==> src/design/tole_pkg.sv <==
// Package: shared types, codes and constants of the TCP option label extractor.
`timescale 1ns / 1ps

package tole_pkg;

	localparam int unsigned MAX_OPTION_AREA = 40;
	localparam logic [7:0] LABEL_KIND_RESET = 8'd83;
	localparam logic [7:0] KIND_END = 8'd0;
	localparam logic [7:0] KIND_NOP = 8'd1;
	localparam logic [7:0] LABEL_OPT_LEN = 8'd6;
	localparam logic [7:0] MIN_OPT_LEN = 8'd2;
	localparam logic [1:0] LABEL_LAST_BYTE = 2'd3;
	localparam logic [5:0] AREA_MAX = 6'(MAX_OPTION_AREA);

	localparam logic [2:0] ST_FOUND = 3'd0;
	localparam logic [2:0] ST_EOL = 3'd1;
	localparam logic [2:0] ST_EXHAUSTED = 3'd2;
	localparam logic [2:0] ST_SILLY = 3'd3;
	localparam logic [2:0] ST_PARTIAL = 3'd4;

	localparam logic [2:0] PH_DONE = 3'd0;
	localparam logic [2:0] PH_KIND = 3'd1;
	localparam logic [2:0] PH_LEN = 3'd2;
	localparam logic [2:0] PH_SKIP = 3'd3;
	localparam logic [2:0] PH_LABEL = 3'd4;

	typedef struct packed {
		logic [7:0] option_byte;
		logic       first_of_segment;
		logic [5:0] area_length;
	} in_item_t;

	typedef struct packed {
		logic        valid;
		logic [31:0] label_value;
		logic [2:0]  parse_status;
	} result_t;

endpackage

==> src/design/tole_ifs.sv <==
// Interfaces: input byte channel and result channel with valid/ready handshake.
`timescale 1ns / 1ps

interface tole_in_if;
	logic       valid;
	logic       ready;
	logic [7:0] option_byte;
	logic       first_of_segment;
	logic [5:0] area_length;

	modport source (output valid, output option_byte, output first_of_segment,
		output area_length, input ready);
	modport sink (input valid, input option_byte, input first_of_segment,
		input area_length, output ready);
endinterface

interface tole_out_if;
	logic        valid;
	logic        ready;
	logic [31:0] label_value;
	logic [2:0]  parse_status;

	modport source (output valid, output label_value, output parse_status, input ready);
	modport sink (input valid, input label_value, input parse_status, output ready);
endinterface

==> src/design/tcp_option_label_extractor.sv <==
// Top level: TCP option label extractor, input register, parser and result register.
`timescale 1ns / 1ps
//
// Usage:
//   option_in carries one byte of the TCP option area per transaction, with
//   first_of_segment set on a segment's first byte and area_length valid then.
//   result_out carries at most one transaction per segment, once the walk decides:
//   status plus the 4-byte label when the label option was found.
//   label_kind_we / label_kind_wdata write the option kind to match (reset 83);
//   write it only while the block is idle.
// Timing: an accepted byte is held in the input register while the parser works
//   on it; its result, if any, is registered in the result register for result_out.
// Throughput: one byte per cycle unless a byte that gives a result meets a full result
//   register; the parser's update between the input and result registers is combinational.
// Reset: clears the input register, the parser (waiting for a first byte)
//   and the result register; the label kind returns to 83.
// Stall: while a result waits, bytes that give no result still advance;
//   a byte that gives a result holds in the input register until the
//   result register frees, and option_in.ready drops meanwhile.
//

module tcp_option_label_extractor (
	input  logic       clk,
	input  logic       arst_n,
	input  logic       label_kind_we,
	input  logic [7:0] label_kind_wdata,
	tole_in_if.sink    option_in,
	tole_out_if.source result_out
);

	logic               s1_valid_q;
	tole_pkg::in_item_t item_s1;
	logic [7:0]         label_kind_q;
	logic               out_free;
	logic               s1_adv;
	logic               in_accept;
	tole_pkg::result_t  result;

	// Hold the configured label kind.
	always_ff @(posedge clk or negedge arst_n) begin
		if (!arst_n) begin
			label_kind_q <= tole_pkg::LABEL_KIND_RESET;
		end else if (label_kind_we) begin
			label_kind_q <= label_kind_wdata;
		end
	end

	// Advance the staged byte unless its result would overrun a waiting one.
	assign s1_adv = s1_valid_q && (!result.valid || out_free);
	assign option_in.ready = !s1_valid_q || s1_adv;
	assign in_accept = option_in.valid && option_in.ready;

	always_ff @(posedge clk or negedge arst_n) begin
		if (!arst_n) begin
			s1_valid_q <= 1'b0;
		end else if (option_in.ready) begin
			s1_valid_q <= option_in.valid;
		end
	end

	// Capture the payload only on an accepted transaction.
	always_ff @(posedge clk) begin
		if (in_accept) begin
			item_s1.option_byte <= option_in.option_byte;
			item_s1.first_of_segment <= option_in.first_of_segment;
			item_s1.area_length <= option_in.area_length;
		end
	end

	tole_parser u_parser (
		.clk        (clk),
		.arst_n     (arst_n),
		.label_kind (label_kind_q),
		.advance    (s1_adv),
		.item       (item_s1),
		.result     (result)
	);

	// Drop the result strobe when the staged byte does not advance.
	tole_pkg::result_t result_gated;
	always_comb begin
		result_gated = result;
		result_gated.valid = result.valid && s1_adv;
	end

	tole_out_reg u_out_reg (
		.clk        (clk),
		.arst_n     (arst_n),
		.result     (result_gated),
		.free       (out_free),
		.result_out (result_out)
	);

endmodule

==> src/design/tole_parser.sv <==
// Parser: option walk state and its one-byte-per-cycle update, taken only when advance is set.
`timescale 1ns / 1ps

module tole_parser (
	input  logic                clk,
	input  logic                arst_n,
	input  logic [7:0]          label_kind,
	input  logic                advance,
	input  tole_pkg::in_item_t  item,
	output tole_pkg::result_t   result
);

	logic [5:0]  rem_q, rem_e, rem_n, rem_dec, rem_sub;
	logic [2:0]  phase_q, phase_e, phase_n;
	logic [7:0]  kind_q, kind_e, kind_n;
	logic [7:0]  skip_q, skip_e, skip_n, skip_dec, skip_len;
	logic [31:0] label_q, label_e, label_n;
	logic [1:0]  seen_q, seen_e, seen_n;
	logic [5:0]  len_sat;
	logic [7:0]  b;

	assign b = item.option_byte;
	assign len_sat = (item.area_length > tole_pkg::AREA_MAX) ? tole_pkg::AREA_MAX
		: item.area_length;
	assign rem_dec = rem_e - 6'd1;
	assign rem_sub = rem_e - b[5:0];
	assign skip_dec = skip_e - 8'd1;
	assign skip_len = b - tole_pkg::MIN_OPT_LEN;

	always_comb begin
		// Restart on the first byte of a segment.
		if (item.first_of_segment) begin
			rem_e = len_sat;
			kind_e = '0;
			skip_e = '0;
			label_e = '0;
			seen_e = '0;
			phase_e = (len_sat == 6'd0) ? tole_pkg::PH_DONE : tole_pkg::PH_KIND;
		end else begin
			rem_e = rem_q;
			kind_e = kind_q;
			skip_e = skip_q;
			label_e = label_q;
			seen_e = seen_q;
			phase_e = phase_q;
		end

		rem_n = rem_e;
		kind_n = kind_e;
		skip_n = skip_e;
		label_n = label_e;
		seen_n = seen_e;
		phase_n = phase_e;
		result = '0;

		if (item.first_of_segment && len_sat == 6'd0) begin
			result.valid = 1'b1;
			result.parse_status = tole_pkg::ST_EXHAUSTED;
		end

		unique case (phase_e)
			tole_pkg::PH_KIND: begin
				if (b == tole_pkg::KIND_END) begin
					result.valid = 1'b1;
					result.parse_status = tole_pkg::ST_EOL;
					phase_n = tole_pkg::PH_DONE;
				end else if (b == tole_pkg::KIND_NOP) begin
					rem_n = rem_dec;
					if (rem_dec == 6'd0) begin
						result.valid = 1'b1;
						result.parse_status = tole_pkg::ST_EXHAUSTED;
						phase_n = tole_pkg::PH_DONE;
					end
				end else begin
					kind_n = b;
					if (rem_e <= 6'd1) begin
						result.valid = 1'b1;
						result.parse_status = tole_pkg::ST_PARTIAL;
						phase_n = tole_pkg::PH_DONE;
					end else begin
						phase_n = tole_pkg::PH_LEN;
					end
				end
			end
			tole_pkg::PH_LEN: begin
				if (b < tole_pkg::MIN_OPT_LEN) begin
					result.valid = 1'b1;
					result.parse_status = tole_pkg::ST_SILLY;
					phase_n = tole_pkg::PH_DONE;
				end else if (b > {2'b00, rem_e}) begin
					result.valid = 1'b1;
					result.parse_status = tole_pkg::ST_PARTIAL;
					phase_n = tole_pkg::PH_DONE;
				end else if (kind_e == label_kind && b == tole_pkg::LABEL_OPT_LEN) begin
					label_n = '0;
					seen_n = '0;
					phase_n = tole_pkg::PH_LABEL;
				end else begin
					rem_n = rem_sub;
					skip_n = skip_len;
					if (skip_len != 8'd0) begin
						phase_n = tole_pkg::PH_SKIP;
					end else if (rem_sub == 6'd0) begin
						result.valid = 1'b1;
						result.parse_status = tole_pkg::ST_EXHAUSTED;
						phase_n = tole_pkg::PH_DONE;
					end else begin
						phase_n = tole_pkg::PH_KIND;
					end
				end
			end
			tole_pkg::PH_SKIP: begin
				skip_n = skip_dec;
				if (skip_dec == 8'd0) begin
					if (rem_e == 6'd0) begin
						result.valid = 1'b1;
						result.parse_status = tole_pkg::ST_EXHAUSTED;
						phase_n = tole_pkg::PH_DONE;
					end else begin
						phase_n = tole_pkg::PH_KIND;
					end
				end
			end
			tole_pkg::PH_LABEL: begin
				label_n = {label_e[23:0], b};
				if (seen_e == tole_pkg::LABEL_LAST_BYTE) begin
					seen_n = '0;
					result.valid = 1'b1;
					result.label_value = {label_e[23:0], b};
					result.parse_status = tole_pkg::ST_FOUND;
					phase_n = tole_pkg::PH_DONE;
				end else begin
					seen_n = seen_e + 2'd1;
				end
			end
			default: begin
				// Done: ignore bytes until the next segment.
			end
		endcase
	end

	always_ff @(posedge clk or negedge arst_n) begin
		if (!arst_n) begin
			rem_q <= '0;
			phase_q <= tole_pkg::PH_DONE;
			kind_q <= '0;
			skip_q <= '0;
			label_q <= '0;
			seen_q <= '0;
		end else if (advance) begin
			rem_q <= rem_n;
			phase_q <= phase_n;
			kind_q <= kind_n;
			skip_q <= skip_n;
			label_q <= label_n;
			seen_q <= seen_n;
		end
	end

endmodule

==> src/design/tole_out_reg.sv <==
// Result register: holds one result until the receiver takes it.
`timescale 1ns / 1ps

module tole_out_reg (
	input  logic              clk,
	input  logic              arst_n,
	input  tole_pkg::result_t result,
	output logic              free,
	tole_out_if.source        result_out
);

	logic        valid_q;
	logic [31:0] label_q;
	logic [2:0]  status_q;

	assign free = !valid_q || result_out.ready;

	always_ff @(posedge clk or negedge arst_n) begin
		if (!arst_n) begin
			valid_q <= 1'b0;
		end else if (free) begin
			valid_q <= result.valid;
		end
	end

	always_ff @(posedge clk) begin
		if (free && result.valid) begin
			label_q <= result.label_value;
			status_q <= result.parse_status;
		end
	end

	assign result_out.valid = valid_q;
	assign result_out.label_value = label_q;
	assign result_out.parse_status = status_q;

endmodule

==> src/flat_wrapper.sv <==
// flat-port wrapper written by rule: the top's interface ports become plain ports
module tcp_option_label_extractor_flat 
  (clk, arst_n, label_kind_we, label_kind_wdata, option_in_valid, option_in_option_byte, option_in_first_of_segment, option_in_area_length, option_in_ready, result_out_valid, result_out_label_value, result_out_parse_status, result_out_ready);
  tole_in_if option_in_i ();
  tole_out_if result_out_i ();
  input  logic clk;
  input  logic arst_n;
  input  logic label_kind_we;
  input  logic [7:0] label_kind_wdata;
  input wire logic [$bits(option_in_i.valid)-1:0] option_in_valid;
  input wire logic [$bits(option_in_i.option_byte)-1:0] option_in_option_byte;
  input wire logic [$bits(option_in_i.first_of_segment)-1:0] option_in_first_of_segment;
  input wire logic [$bits(option_in_i.area_length)-1:0] option_in_area_length;
  output wire logic [$bits(option_in_i.ready)-1:0] option_in_ready;
  output wire logic [$bits(result_out_i.valid)-1:0] result_out_valid;
  output wire logic [$bits(result_out_i.label_value)-1:0] result_out_label_value;
  output wire logic [$bits(result_out_i.parse_status)-1:0] result_out_parse_status;
  input wire logic [$bits(result_out_i.ready)-1:0] result_out_ready;
  assign option_in_i.valid = option_in_valid;
  assign option_in_i.option_byte = option_in_option_byte;
  assign option_in_i.first_of_segment = option_in_first_of_segment;
  assign option_in_i.area_length = option_in_area_length;
  assign option_in_ready = option_in_i.ready;
  assign result_out_valid = result_out_i.valid;
  assign result_out_label_value = result_out_i.label_value;
  assign result_out_parse_status = result_out_i.parse_status;
  assign result_out_i.ready = result_out_ready;
  tcp_option_label_extractor u_core (.clk(clk), .arst_n(arst_n), .label_kind_we(label_kind_we), .label_kind_wdata(label_kind_wdata), .option_in(option_in_i), .result_out(result_out_i));
endmodule
==> config.mk <==
export PLATFORM = sky130hd
export DESIGN_NAME = tcp_option_label_extractor_flat
export DESIGN_NICKNAME = d
export VERILOG_FILES = /design/src/design/tole_pkg.sv /design/src/design/tole_ifs.sv /design/src/design/tcp_option_label_extractor.sv /design/src/design/tole_parser.sv /design/src/design/tole_out_reg.sv /design/src/flat_wrapper.sv
export SDC_FILE = /design/constraint.sdc
export NUM_CORES = 1
export LEC_CHECK = 0
export BUFFER_PORTS_ARGS = -buffer_cell sky130_fd_sc_hd__buf_4
export CAP_MARGIN = 20
export CORE_MARGIN = 4
export CORE_UTILIZATION = 63
export DETAILED_ROUTE_END_ITERATION = 10
export PLACE_DENSITY = 0.88
export SLEW_MARGIN = 20
export SYNTH_ARGS = -nofsm -noshare
export SYNTH_HDL_FRONTEND = slang
export SYNTH_SLANG_ARGS = --single-unit
==> constraint.sdc <==
create_clock -name clk -period 12.5 [get_ports clk]
set_input_delay 1.25 -clock clk [delete_from_list [all_inputs] [get_ports clk]]
set_output_delay 1.25 -clock clk [all_outputs]
set_load 0.02 [all_outputs]
After elaboration in Yosys (flattened, before gate mapping)
Cells that the tools add are included.
{"block": "word_totals", "wordCells": 121, "inputBits": 28, "reg_bits": 119, "output_inout_bits": 37}
{"block": "classes", "n_lt_le_gt_ge": 4, "n_reduce_logical": 20, "n_addsub": 5, "n_eq_ne": 8, "muxes": 70}
{"op": "$mux W32", "n": 4}
{"op": "$mux W8", "n": 8}
{"op": "$pmux W32 S2", "n": 1}
{"op": "$mux W3", "n": 20}
{"op": "$mux W6", "n": 7}
{"op": "$mux W36", "n": 1}
{"op": "$logic_not A6 Y1", "n": 4}
{"op": "$pmux W3 S4", "n": 2}
{"op": "$logic_not A8 Y1", "n": 2}
{"op": "$mux W2", "n": 8}
{"op": "$pmux W8 S2", "n": 1}
{"op": "$mux W1", "n": 15}
{"op": "$pmux W6 S2", "n": 1}
{"op": "$eq A8 B1 Y1 const B", "n": 1}
{"op": "$eq A8 B3 Y1 const B", "n": 1}
{"op": "$eq A8 B8 Y1", "n": 1}
{"op": "$gt A8 B6 Y1", "n": 1}
{"op": "$lt A8 B2 Y1 const B", "n": 1}
{"op": "$reduce_bool A8 Y1", "n": 1}
{"op": "$sub A8 B1 Y8 const B", "n": 1}
{"op": "$sub A8 B2 Y8 const B", "n": 1}
{"op": "$eq A3 B2 Y1 const B", "n": 2}
{"op": "$gt A6 B6 Y1 const B", "n": 1}
{"op": "$le A6 B1 Y1 const B", "n": 1}
{"op": "other kinds (12)", "n": 21}

Logic depth before layout (Yosys ltp)
{"block": "logic_depth", "ltp_word": 16, "depth_mapped": 19, "mapped_depth_nobuf": 14}

Cells and area by module
Synthesis repeated with hierarchy kept, for this count alone.
{"block": "hier_totals", "hier_cells": 537, "hier_area_um2": 5982.0}
{"module": "tole_parser", "seq_area_each_um2": 1276.2, "n_inst": 1, "cells_per_inst": 459, "area_each_um2": 4027.6}
{"module": "tole_out_reg", "seq_area_each_um2": 1076.0, "n_inst": 1, "cells_per_inst": 39, "area_each_um2": 1104.8}
{"module": "tcp_option_label_extractor", "seq_area_each_um2": 680.7, "n_inst": 1, "cells_per_inst": 39, "area_each_um2": 849.6}

Worst setup path after synthesis
No wires, ideal clock.
{"block": "synth_timing", "path_kind": "register to register", "start": "reg u_core.item_s1[6] in the netlist's numbering", "end": "reg u_core.u_out_reg.label_q[0] (netlist: u_core.u_out_reg.result_out.label_value[0]), enable pin", "setup_time_ps": 427, "period_less_slack_ps": 5088, "path_slack_ps": 7412, "n_path_buf": 4, "arrival_ps": 4661, "stages_incl_launch_ff": 17, "required_ps": 12073, "cell_sequence": "edfxtp_1 -> buf_2 -> buf_4 -> buf_2 -> buf_1 -> and3_1 -> a21oi_1 -> ha_1 -> inv_1 -> fa_1 -> nand3_1 -> and3_1 -> o2111ai_1 -> nor4_2 -> a2bb2oi_2 -> a311o_1 -> nor2_1"}
{"block": "synth_via", "elab_chain_cells": 14, "elab_cells_between_ends": 41, "cone_classes": "add/sub (3); order compare (2); eq/ne (6); mux (19); reduce/logical (11)"}
{"element": "from (decl)", "line": "tcp_option_label_extractor.sv:32", "rtl": "tole_pkg::in_item_t item_s1;"}
{"element": "$mux W6", "line": "tole_parser.sv:32", "rtl": "if (item.first_of_segment) begin"}
{"element": "$sub A6 B6 Y6", "line": "tole_parser.sv:26", "rtl": "assign rem_sub = rem_e - b[5:0];"}
{"element": "$logic_not A6 Y1", "line": "tole_parser.sv:103", "rtl": "end else if (rem_sub == 6'd0) begin"}
{"element": "$mux W1", "line": "tole_parser.sv:103"}
{"element": "$mux W1", "line": "tole_parser.sv:101", "rtl": "if (skip_len != 8'd0) begin"}
{"element": "$mux W1", "line": "tole_parser.sv:94", "rtl": "end else if (kind_e == label_kind && b == tole_pkg::LABEL_OPT_LEN) begin"}
{"element": "$mux W1", "line": "tole_parser.sv:90", "rtl": "end else if (b > {2'b00, rem_e}) begin"}
{"element": "$mux W1", "line": "tole_parser.sv:86", "rtl": "if (b < tole_pkg::MIN_OPT_LEN) begin"}
{"element": "$pmux W1 S4 *", "line": "tole_parser.sv:61", "rtl": "unique case (phase_e)"}
{"element": "$logic_not A1 Y1", "line": "tcp_option_label_extractor.sv:49", "rtl": "assign s1_adv = s1_valid_q && (!result.valid || out_free);"}
{"element": "$logic_or A1 B1 Y1", "line": "tcp_option_label_extractor.sv:49"}
{"element": "$logic_and A1 B1 Y1", "line": "tcp_option_label_extractor.sv:49"}
{"element": "$logic_and A1 B1 Y1 *", "line": "tcp_option_label_extractor.sv:83", "rtl": "result_gated.valid = result.valid && s1_adv;"}
{"element": "$logic_and A1 B1 Y1 *", "line": "tole_out_reg.sv:27", "rtl": "if (free && result.valid) begin"}
{"element": "to (signal assigned)", "line": "tole_out_reg.sv:28", "rtl": "label_q <= result.label_value;"}
{"element": "to (decl)", "line": "tole_out_reg.sv:13", "rtl": "logic [31:0] label_q;"}
Every way passes the cells marked *; elsewhere a longest branch is shown, timed or not.
A chain may end at the register's enable or synchronous reset.

Worst setup path after layout
{"block": "layout_timing", "start": "reg u_core.item_s1[6] in the netlist's numbering", "end": "out option_in_ready"}
{"block": "layout_via", "elab_chain_cells": 13, "elab_cells_between_ends": 40, "cone_classes": "add/sub (3); order compare (2); eq/ne (6); mux (19); reduce/logical (10)"}
{"element": "$mux W6", "line": "tole_parser.sv:32"}
{"element": "$sub A6 B6 Y6", "line": "tole_parser.sv:26"}
{"element": "$logic_not A6 Y1", "line": "tole_parser.sv:103"}
{"element": "$mux W1", "line": "tole_parser.sv:103"}
{"element": "$mux W1", "line": "tole_parser.sv:101"}
{"element": "$mux W1", "line": "tole_parser.sv:94"}
{"element": "$mux W1", "line": "tole_parser.sv:90"}
{"element": "$mux W1", "line": "tole_parser.sv:86"}
{"element": "$pmux W1 S4 *", "line": "tole_parser.sv:61"}
{"element": "$logic_not A1 Y1 *", "line": "tcp_option_label_extractor.sv:49"}
{"element": "$logic_or A1 B1 Y1 *", "line": "tcp_option_label_extractor.sv:49"}
{"element": "$logic_and A1 B1 Y1 *", "line": "tcp_option_label_extractor.sv:49"}
{"element": "$logic_or A1 B1 Y1 *", "line": "tcp_option_label_extractor.sv:50", "rtl": "assign option_in.ready = !s1_valid_q || s1_adv;"}
{"element": "to (decl)", "line": "flat_wrapper.sv:14", "rtl": "output wire logic [$bits(option_in_i.ready)-1:0] option_in_ready;"}
Marks and branches as above.

==> impl_metrics.csv <==
group,metric,value,unit
setup_path,path_delay_family,"compound AO/OA/AOI/OAI gates",
clock_tree,cts_resized,0,
clock_tree,hold_buffers,0,
clock_tree,root_buffer,"clkbuf_8",
timing,finalSetupTns,0,ns
clock_tree,htree_levels,3,
status,outcome,"finished, final reports clean",
global_routing,antenna_found_initial,0,
yosys,synth_warnings,0,
power,power.share.switching,39.18,%
global_routing,track_usage,26.41,%
global_routing,grt_pass1_wl,23.16,mm
drt,wl_per_cell,20.54,um
timing,finalCritPeriodShare,43.82,%
timing,grt_setup_unrepaired,"no",
power,p_sw,445.9,uW
layout,layout.nets,630,
drt,drtIter0Drc,493,
power,power.internal,692.2,uW
timing,fmax,182.6,MHz
timing,fin_crit,5.478,ns
hold_path,hold_class,"reg2reg",
power,comb_power_share,36.0,%
clock_tree,clk_pin_slew,0.12,ns
global_routing,grt_max_degree,62,
clock_tree,cts_tree,"yes",
timing,setup-violations-final,0,
place,dp.final_hpwl,10.10,mm
setup_path,worstPathRequired,11.25,ns
setup_path,critPathBufInv,4,
job,max_cap_viol_count,0,
layout,instances_no_fill,696,
clock_tree,numCtsBuffers,9,
yosys,synth-edff-count,50,
yosys,synth-seq-area-share,51.56,%
setup_path,path_cells,"buf_4, inv_1, a21oi_1, ha_1, inv_1, fa_1, nand3_1, and3_1, o2111ai_1, nor4_2, a2bb2oi_2, a311o_1, nand2b_1, buf_4",
floorplan,num_rows,34,
floorplan,die_area,10950,um2
floorplan,pin_count,65,
yosys,syn_avg_cell_area,11.06,um2
clock_tree,cts.path.max_buffers,2,
power,p_total,1138,uW
layout,layout_commonest_cell,"buf_4",
floorplan,start_util,66.16,%
timing,finClkSkew,0.01158,ns
setup_path,cp_data_arrival_time,4.23,ns
place,place.gp.congestion,0.9351,
timing,relSlewSlack,27.87,%
setup_path,crit_slowest_cell,"a311o_1",
timing,hold_violations,0,
yosys,syn_area,5882,um2
floorplan,die_h,104.6,um
global_routing,grt_pass1_vias,4316,
power,powerDensity,173.0,nW/um2
setup_path,startpoint_type,"flip-flop",
clock_tree,postCtsSetupBuffers,0,
yosys,async_flop_share,54.95,%
drt,wirelength,14.30,mm
power,p_leak,0.002851,uW
yosys,synthCells,532,
timing,worstMarginPinSlew,1.082,ns
clock_tree,cts_sinks,111,
setup_path,slowest_delay,0.45,ns
power,clock_power_share,19.6,%
yosys,ys_seq_elements,111,
drt,vias,4668,
setup_path,critical_path_class,"reg2out",
clock_tree,insertion_delay,0.39,ns
yosys,yosys.area.top_type,"edfxtp_1",
place,io_buffers,64,
setup_path,critPathCaptureType,"output pin",
yosys,synth_top_flop_cell,"dfrtp_1",
yosys,syn_nets,579,
timing,drv_slew,0,
floorplan,core_area,8891,um2
setup_path,crit_fanout,46,
yosys,synth.distinct_cells,72,
drt,first_pass_iters,5,
layout,drive_gt1_share,19.90,%
drt,post-route-drc-count,0,
power,power_frac_seq,44.4,%
floorplan,dieWidth,104.6,um
layout,n_antenna_cell,0,
global_routing,grt_overflow,0,
layout,mostFrequentLayoutCells,"68 x buf_4, 57 x dfrtp_1, 50 x edfxtp_1",
yosys,yosys-top-cells-area,"edfxtp_1 26%, dfrtp_1 24%, a22o_1 4.8%, and3_1 4.1%, ha_1 3.8%",
layout,area_growth,11.83,%
layout,final_core_util,73.98,%
power,ir_drop,0.08565,mV
yosys,synth_top_area_share,25.53,%
drt,drt.antenna.violating_nets,0,
drt,post_drt_via_cell_ratio,6.707,
place,place_inst,680,
-- final cells by class --
| cell class | instances | area (um2) |
|---|---|---|
| Clock buffer | 9 | 123.9 |
| Inverter | 28 | 105.1 |
| Fill cell | 625 | 2313 |
| Multi-Input combinational cell | 365 | 2591 |
| Clock inverter | 7 | 78.83 |
| Tap cell | 108 | 135.1 |
| Sequential cell | 111 | 3033 |
| Timing Repair Buffer | 68 | 510.5 |
-- power by group through the flow --
| stage | logic (uW) | clock network (uW) | registers (uW) |
|---|---|---|---|
| after detailed placement | 404 | 0 | 512 |
| final | 410 | 223 | 505 |
| after global placement | 397 | 0 | 509 |
| after global routing | 449 | 240 | 514 |
| after CTS | 406 | 225 | 504 |
| after floorplan | 265 | 0 | 526 |
-- stage by stage --
step                setup slack (ns)  hold WS [ns]  cell area, um2
global placement               7.659        0.4753            6375
CTS                            7.103        0.5130            6578
global route                   6.710        0.5310            6578
finish                         7.022        0.5110            6578
floorplan                      7.412        0.4548            5882
detailed placement             7.544        0.4829            6375
-- cell families (layout without fill, tap and decap cells) --
kind of cell,Yosys count,after routing,share of synthesized area [%]
AO/OA/AOI/OAI,149,149,18.72
XOR/XNOR,9,9,1.340
adder cells (fa/ha/maj),19,19,4.169
buffers and inverters,56,112,4.531
flip-flops,111,111,51.56
multiplexers,13,13,2.425
AND/OR/NAND/NOR,175,175,17.25
-- flip-flops by register name, summed over array words and instances, names as in the netlist --
register                                  cells
u_core.u_parser.phase_q                       3
u_core.item_s1                               15
u_core.u_out_reg.result_out.valid             1
u_core.u_parser.rem_q                         6
u_core.label_kind_q                           8
u_core.u_parser.kind_q                        8
u_core.u_parser.seen_q                        2
u_core.u_out_reg.result_out.parse_status      3
u_core.u_out_reg.result_out.label_value      32
u_core.s1_valid_q                             1
u_core.u_parser.label_q                      24
u_core.u_parser.skip_q                        8
-- Yosys cell counts, types with 14 or more instances --
cell type  count
nor2_1        29
inv_1         28
o21ai_0       17
nand2_1       24
ha_1          18
a22o_1        32
clkbuf_1      15
nor3_1        14
o22ai_1       14
edfxtp_1      50
and3_1        39
dfrtp_1       57
a21oi_1       28
-- worst paths after layout --
kind / start / endpoint / slack [ns] / cells past startpoint
min in group asynchronous: arst_n / u_core.u_parser.rem_q[0] / 0.91 / 1
worst min-delay path: u_core.u_parser.label_q[21] / u_core.u_parser.label_q[21] / 0.51 / 1
worst max register to register: u_core.item_s1[6] / u_core.u_parser.seen_q[0] / 7.50 / 14
worst min register to register: u_core.u_parser.label_q[21] / u_core.u_parser.label_q[21] / 0.51 / 1
max in group asynchronous: arst_n / u_core.u_parser.kind_q[2] / 11.04 / 1
worst max-delay path: u_core.item_s1[6] / option_in_ready / 7.02 / 14
-- layer usage --
metal,track usage [%],wire (um)
met1,37.66,6199
met2,42.53,6836
met3,5.240,1078
met4,5.717,184
met5,0,0
-- worst register-to-register path: cells and delay by family, from the launching register on --
kind | cells | cell delay, ns
fa+ha+maj | 2 | 0.65
buf+inv | 3 | 0.80
flops | 1 | 0.34
compound gates | 5 | 2.35
simple gates | 3 | 0.51
mux | 1 | 0.29
Power figures use the tool's default switching activity.
